## src/rtl/dpss_pkg.sv

```systemverilog
// ---------------------------------------------------------------------------
// dpss_pkg
// Shared types and constants for the seam finder: phase and controller
// state codes, register indexes, direction codes and the control word.
// ---------------------------------------------------------------------------
package dpss_pkg;

  // default region limits
  localparam int DEF_MAX_WIDTH  = 512;
  localparam int DEF_MAX_HEIGHT = 512;

  // configuration register indexes and reset values
  localparam logic [1:0] CFG_REGION_WIDTH  = 2'd0;
  localparam logic [1:0] CFG_REGION_HEIGHT = 2'd1;
  localparam logic [1:0] CFG_MARGIN        = 2'd2;
  localparam logic [9:0] RST_REGION_WIDTH  = 10'd512;
  localparam logic [9:0] RST_REGION_HEIGHT = 10'd512;
  localparam logic [8:0] RST_MARGIN        = 9'd0;

  // input opcodes
  localparam logic OP_PIXEL = 1'b0;
  localparam logic OP_TRACE = 1'b1;

  // direction codes
  localparam logic [1:0] DIR_LEFT   = 2'd0;
  localparam logic [1:0] DIR_CENTRE = 2'd1;
  localparam logic [1:0] DIR_RIGHT  = 2'd2;

  // Q.4 form of 255
  localparam int SCORE_FULL = 4080;

  // sequencing lengths
  localparam int SSD_STEPS    = 3;   // one channel per cycle
  localparam int SQRT_STEPS   = 14;  // one result bit per cycle
  localparam int SQRT_TOP_EXP = 26;  // highest power of four tried
  localparam int READ_STEPS   = 4;   // three reads plus registered data

  typedef enum logic [1:0] {
    PH_LOADING,
    PH_READY,
    PH_DONE
  } phase_t;

  typedef enum logic [2:0] {
    ST_IDLE,
    ST_SSD,
    ST_SQRT,
    ST_READ,
    ST_COMMIT,
    ST_TRACE_RD,
    ST_TRACE_UPD
  } ctl_state_t;

  // controller to datapath
  typedef struct packed {
    logic       accept_pix;
    logic       accept_trace;
    logic       ssd_en;
    logic       sqrt_en;
    logic       rd_en;
    logic       commit;
    logic       trace_rd;
    logic       trace_upd;
    logic [3:0] step;
  } dpss_cmd_t;

  // datapath to controller
  typedef struct packed {
    logic trace_more;
    logic out_busy;
  } dpss_status_t;

endpackage

```

## src/rtl/dpss_ctrl.sv

```systemverilog
// ---------------------------------------------------------------------------
// dpss_ctrl
// Sequencer for the seam finder: takes one word at a time and steps the
// datapath through squared difference, square root, neighbour reads and
// commit, or through the direction read of a trace step.
// ---------------------------------------------------------------------------
module dpss_ctrl
  import dpss_pkg::*;
(
  input  logic         clk,
  input  logic         rst_n,
  input  logic         in_valid,
  input  logic         in_opcode,
  output logic         in_stall,
  input  dpss_status_t status,
  output dpss_cmd_t    cmd
);

  ctl_state_t state_r, state_nxt;
  logic [3:0] step_r, step_nxt;
  logic       take;

  assign take = (state_r == ST_IDLE) && in_valid && !status.out_busy;

  // state and step registers
  always_ff @(posedge clk) begin
    if (!rst_n) begin
      state_r <= ST_IDLE;
      step_r  <= '0;
    end else begin
      state_r <= state_nxt;
      step_r  <= step_nxt;
    end
  end

  // next state
  always_comb begin
    state_nxt = state_r;
    step_nxt  = step_r;
    unique case (state_r)
      ST_IDLE: begin
        step_nxt = '0;
        if (take) begin
          if (in_opcode == OP_PIXEL) state_nxt = ST_SSD;
          else if (status.trace_more) state_nxt = ST_TRACE_RD;
        end
      end
      ST_SSD: begin
        if (step_r == 4'(SSD_STEPS - 1)) begin
          state_nxt = ST_SQRT;
          step_nxt  = '0;
        end else begin
          step_nxt = step_r + 4'd1;
        end
      end
      ST_SQRT: begin
        if (step_r == 4'(SQRT_STEPS - 1)) begin
          state_nxt = ST_READ;
          step_nxt  = '0;
        end else begin
          step_nxt = step_r + 4'd1;
        end
      end
      ST_READ: begin
        if (step_r == 4'(READ_STEPS - 1)) begin
          state_nxt = ST_COMMIT;
          step_nxt  = '0;
        end else begin
          step_nxt = step_r + 4'd1;
        end
      end
      ST_COMMIT:    state_nxt = ST_IDLE;
      ST_TRACE_RD:  state_nxt = ST_TRACE_UPD;
      ST_TRACE_UPD: state_nxt = ST_IDLE;
      default:      state_nxt = ST_IDLE;
    endcase
  end

  // outputs
  always_comb begin
    cmd              = '0;
    cmd.step         = step_r;
    in_stall         = (state_r != ST_IDLE) || status.out_busy;
    cmd.accept_pix   = take && (in_opcode == OP_PIXEL);
    cmd.accept_trace = take && (in_opcode == OP_TRACE);
    cmd.ssd_en       = (state_r == ST_SSD);
    cmd.sqrt_en      = (state_r == ST_SQRT);
    cmd.rd_en        = (state_r == ST_READ);
    cmd.commit       = (state_r == ST_COMMIT);
    cmd.trace_rd     = (state_r == ST_TRACE_RD);
    cmd.trace_upd    = (state_r == ST_TRACE_UPD);
  end

`ifndef SYNTH
  a_pix_starts: assert property (@(posedge clk) disable iff (!rst_n)
    cmd.accept_pix |=> (state_r == ST_SSD) && (step_r == 4'd0))
    else $error("pixel word did not start the score sequence");

  a_sqrt_to_read: assert property (@(posedge clk) disable iff (!rst_n)
    (state_r == ST_SQRT) && (step_r == 4'(SQRT_STEPS - 1)) |=> (state_r == ST_READ))
    else $error("square root did not hand over to the neighbour reads");

  a_trace_seq: assert property (@(posedge clk) disable iff (!rst_n)
    cmd.accept_trace && status.trace_more |=> (state_r == ST_TRACE_RD)
      ##1 (state_r == ST_TRACE_UPD))
    else $error("trace step skipped its direction read");

  a_commit_ends: assert property (@(posedge clk) disable iff (!rst_n)
    (state_r == ST_COMMIT) |=> (state_r == ST_IDLE))
    else $error("commit did not return to idle");
`endif

endmodule

```

## config.mk

```make
export PLATFORM = sky130hd
export DESIGN_NAME = dpss_ctrl
export DESIGN_NICKNAME = d
export VERILOG_FILES = /design/src/rtl/dpss_pkg.sv /design/src/rtl/dpss_ctrl.sv
export SDC_FILE = /design/constraint.sdc
export NUM_CORES = 1
export LEC_CHECK = 0
export BUFFER_PORTS_ARGS = -buffer_cell sky130_fd_sc_hd__buf_2
export CAP_MARGIN = 10
export CORE_AREA = 2 2 39 41
export CTS_BUF_LIST = sky130_fd_sc_hd__clkbuf_4 sky130_fd_sc_hd__clkbuf_8
export CTS_CLUSTER_SIZE = 25
export DETAILED_ROUTE_END_ITERATION = 7
export DIE_AREA = 0 0 41 43
export PLACE_DENSITY = 0.81
export SLEW_MARGIN = 20
export SYNTH_ARGS = -nofsm -noshare
export SYNTH_HDL_FRONTEND = slang
export SYNTH_SLANG_ARGS = --single-unit
```

## constraint.sdc

```tcl
create_clock -name clk -period 1.3 [get_ports clk]
set_input_delay 0.065 -clock clk [delete_from_list [all_inputs] [get_ports clk]]
set_output_delay 0.065 -clock clk [all_outputs]
set_load 0.03 [all_outputs]
```

# Word-level counts from Yosys, hierarchy flattened
# Index checks and enable logic that the tools add are counted.
classes:
  div: 0
  addsub: 1
  shift: 0
  eq_ne: 14
  n_reduce_logical: 10
  n_bitwise: 1
  magnitude_cmp: 0
  n_mux: 11
  n_mul: 0
ops:
  columns: ["op", "count"]
  rows:
  - ["2-to-1 mux 3 bit", 6]
  - ["one-hot mux 4 bit (4 select lines)", 1]
  - ["one-hot mux 3 bit (5 select lines)", 1]
  - ["2-to-1 mux 4 bit", 3]
  - ["== test 3 bit (second input constant)", 3]
  - ["== test 4 x 2 -> 1 bit (second input constant)", 2]
  - ["== test 3 x 2 -> 1 bit (second input constant)", 2]
  - ["inequality test 2 x 1 -> 1 bit (second input constant)", 3]
  - ["AND reduction 5 bit", 1]
  - ["adder 4 x 1 -> 4 bit (second input constant)", 1]
  - ["== test 4 bit (second input constant)", 1]
  - ["logical AND 1 bit", 4]
  - ["nonzero test 4 bit", 1]
  - ["== test 3 x 1 -> 1 bit (second input constant)", 1]
  - ["logical NOT 3 bit", 1]
  - ["inequality test 3 bit (second input constant)", 1]
  - ["nonzero test 3 bit", 1]
  - ["inequality test 2 bit (second input constant)", 1]
  - ["logical NOT 1 bit", 1]
  - ["logical OR 1 bit", 1]
  - ["inverter 1 bit", 1]
word_totals:
  n_memories: 0
  mem_bits_ro: 0
  latchBits: 0
  mem_bits_rw: 0
  elab_cells: 39
  output_inout_bits: 13
  register_bits: 7

# Depth between registers and ports, before layout
logic_depth:
  word_depth: 5
  depth_mapped: 6
  depth_no_buf: 6

# Least setup slack after synthesis
# No wires, ideal clock.
synth_timing:
  path_type: "register -> register"
  start: "register step_r[0]"
  end: "register step_r[2]"
  arrival_time_ns: 1.514
  stages_incl_launch_ff: 5
  required_ns: 1.178
  synth_period_minus_slack_ns: 1.636
  slack_ns: -0.336
  n_path_buf: 0
  path_cell_list: "dfxtp_1 -> ha_1 -> nor4bb_4 -> nor3_2 -> o311a_1"
synth_between:
  elab_chain_cells: 3
synth_rtl:
  columns: ["item", "line_no", "text"]
  rows:
  - ["start, declared", "dpss_ctrl.sv:20", "logic [3:0] step_r, step_nxt;"]
  - ["start signal, assigned", "dpss_ctrl.sv:32", "step_r <= step_nxt;"]
  - ["adder 4 x 1 -> 4 bit (tied with other cells)", "dpss_ctrl.sv:53, dpss_ctrl.sv:61, dpss_ctrl.sv:69", null]
  - ["2-to-1 mux 4 bit, on equally long branches", "dpss_ctrl.sv:65, dpss_ctrl.sv:49, dpss_ctrl.sv:57", null]
  - ["one-hot mux 4 bit (4 select lines) *", "dpss_ctrl.sv:40", "unique case (state_r)"]
# Mark *: on every way between the ends. The rest lies on a longest branch, timed or not.
# A chain may end at the register's enable or synchronous reset.

# Worst setup path after layout
layout_timing:
  start: "register step_r[1]"
  end: "register step_r[0]"
layout_between:
  elab_chain_cells: 3
layout_rtl:
  columns: ["item", "line_no", "text"]
  rows:
  - ["== test 4 x 2 -> 1 bit (tied with other cells)", "dpss_ctrl.sv:65", "if (step_r == 4'(READ_STEPS - 1)) begin"]
  - ["2-to-1 mux 4 bit, on equally long branches", "dpss_ctrl.sv:65, dpss_ctrl.sv:49, dpss_ctrl.sv:57", null]
  - ["one-hot mux 4 bit (4 select lines) *", "dpss_ctrl.sv:40", null]
# Marks and branches as above.

==> out/results.tsv <==
stage	metric	value	unit
floorplanning	Initial Util	39.6	%
synth	Syn Inst Count	69	
clock_tree	CTS HTree Levels	1	
timing	final worst slack	-0.162	ns
drt	initial DRC count	17	
synth	EDFF count, synth	0	
clock_tree	CTS tree	done	
cells_and_area	ratio of cells with drive above 1 in the final layout	62.9	%
drt	drt pass-1 iters	4	
critical_path	CP max FO	5	
power_and_ir_drop	P per Cell Area	620	nW/um^2
timing	fmax	684	MHz
synth	ys flop type	dfxtp_1	
floorplanning	die width	41	um
cells_and_area	Final #Nets	115	
run_status	violated checks	setup timing	
timing	max-slew violations	0	
floorplanning	I/O pins	19	
timing	final clock skew	0.00120	ns
clock_tree	CTS Sinks	7	
floorplanning	std cell rows	14	
synth	Synth warnings	0	
drt	DR vias/cell	5.77	
cells_and_area	antenna cells	0	
cells_and_area	Util after Layout	66.7	%
clock_tree	Clock Tree Buf Depth	2	
synth	area leader, netlist	dfxtp_1	
timing	Setup violations, final	9	
global_routing	grt met3 use	7.33	%
clock_tree	clock transition at the registers of the reported paths	0.06	ns
drt	Routed WL	1.85	mm
global_routing	Most Crowded Layer GR	met2	
critical_path	crit end category	flop	
critical_path	WS Path Type	flop to flop	
floorplanning	Die Y	43	um
drt	routed vias	698	
timing	RSZ-0062 raised after global routing	true	
clock_tree	Num CTS Buffers	3	
global_routing	met1 Usage GRT	23.9	%
timing	worst-margin pin slew	0.413	ns
synth	post-synth net total	78	
synth	Synth top area share	25.6	%
global_routing	first-pass GRT wire length	2.79	mm
power_and_ir_drop	peak supply drop	0.000521	V
floorplanning	core footprint	1380	sq um
critical_path	CP arrival	1.64	ns
placement	dpl cells	112	
placement	Port Buffers	18	
placement	dpl ws	-0.150	ns
global_routing	largest net degree at the start of global routing	9	
timing	fin crit period	1.46	ns
placement	gp weighted congestion	0.819	
flow_run	Max-Cap Viols	0	
critical_path	CP required	1.48	ns
timing	period utilization	112	%
global_routing	M2 GR Usage	38.4	%
timing	sum of negative setup slack	-0.796	ns
drt	Final ANT Viol Nets	0	
drt	DR WL/cell	15.3	um
cells_and_area	post-route cell area	923	sq um
critical_path	CP startpoint kind	flop	
synth	mapped cell area	548	sq um
drt	post-route DRC violation count	0	
synth	post-synthesis sequential area ratio	25.6	%
floorplanning	Die ar.	1760	sq um
cells_and_area	Layout area overhead	68.5	%
synth	synth unique cells	28	
synth	synthesized flop and latch total	7	
cells_and_area	Final Non-Filler Cells	121	
timing	slew margin rel.	72.4	%
power_and_ir_drop	Leak	0.000405	uW
clock_tree	Clk Latency, worst-skew pair	0.25	ns
timing	final hold vios	0	
clock_tree	CTS Root Buffer Type	clkbuf_4	
global_routing	initial antenna violation count	0	
placement	placed inst area	806	sq um
run_status	status	finished, violations left	
global_routing	gr ovfl total	0	
placement	HPWL after DPL	1.28	mm
synth	Syn Area/Cell	7.94	sq um
synth	synth top area cells	dfxtp_1 (26%), ha_1 (6.8%), nor3_1 (6.4%)	
global_routing	number of global-route vias before repair	670	
global_routing	Overall Global Routing Usage	24.0	%
synth	post-synthesis async set-or-reset flop share	0	%
clock_tree	Post-CTS Hold Fix Bufs	0	
synth	synth cell count leaders	dfxtp_1 (7), nor3_1 (7), inv_1 (6), nor2_1 (6), nand3_1 (5)	
worst_hold_path	worst hold path type	input port to flop	
what timing repair did:
item                                   CTS  global route
buffers inserted                         5             0
gates resized for setup                 11            12
setup endpoints to repair               15            15
endpoints found under the hold margin    0             0
pin swaps                               12             1
cells in the final DEF, fill, tap and decap left out:
cell,count
o32ai_4,1
buf_2,12
nor3_2,5
a21oi_1,2
o211ai_1,2
a21oi_2,1
inv_2,4
nor4bb_4,1
nand2b_1,4
ha_2,2
a31oi_1,1
o32ai_1,1
nor2b_1,2
nand3_1,5
nor3b_2,1
and4b_1,1
nor3b_4,1
nor3_1,2
o22ai_1,1
nand2_1,4
o31ai_1,2
o21ai_0,1
a22oi_1,1
buf_6,3
and2_1,1
clkbuf_4,4
nor3_4,1
dfxtp_4,3
o311a_1,1
dfxtp_2,4
ha_4,1
a211oi_2,1
and4b_4,1
inv_1,2
buf_4,20
nor2_1,6
per-stage QoR:
step                power [uW]  hold slack (ns)
finish                     573            0.100
global route               602            0.101
CTS                        579           0.0853
detailed placement         335            0.359
global placement           331            0.353
floorplan                  294            0.187
area by class of cell:
cell class	instances	area (sq um)
Clock buffer	4	30.0
Fill cell	106	460
Inverter	6	22.5
Multi-Input combinational cell	53	450
Sequential cell	7	156
Tap cell	16	20.0
Timing Repair Buffer	35	244
registers in the layout, indices dropped and copies added (netlist names):
signal   flops
step_r       4
state_r      3
kinds of logic after synthesis:
family,after synthesis,synth area share (%)
DFF,7,25.6
adders and majority gates,3,6.85
buffers and inverters,9,6.85
and+or+nand+nor,35,40.2
AOI/OAI and AO/OA,15,20.5
path summary, 6_finish.rpt:
path,from,to,cells after the start,slack [ns]
setup / recovery,step_r[1]$_SDFFE_PN0P_,step_r[0]$_SDFFE_PN0P_,6,-0.16
hold / removal,rst_n,step_r[2]$_SDFFE_PN0P_,2,0.10
setup reg to reg,step_r[1]$_SDFFE_PN0P_,step_r[0]$_SDFFE_PN0P_,6,-0.16
hold reg to reg,step_r[1]$_SDFFE_PN0P_,step_r[1]$_SDFFE_PN0P_,3,0.62
worst max-delay path: stages, from the launching register on:
cell	delay (ns)
dfxtp_4	0.38
inv_2	0.05
ha_2	0.17
and4b_4	0.20
o32ai_4	0.28
nand3_1	0.16
a21oi_2	0.15
per-layer routing:
metal  part of all wire (%)  wire length [um]  up-vias
li1                       -                 -      327
met1                     35               644      316
met2                     53               973       41
met3                    7.0               129       14
met4                    5.6               104        0
met5                      0                 0        -
power breakdown:
part | internal (uW) | leakage (uW) | total, uW | switching (uW)
registers | 215 | 0.0000609 | 222 | 7.10
logic | 53.2 | 0.000326 | 124 | 70.6
clock network | 139 | 0.0000184 | 227 | 88.8
Note: power is estimated with default switching activity, not from simulation.
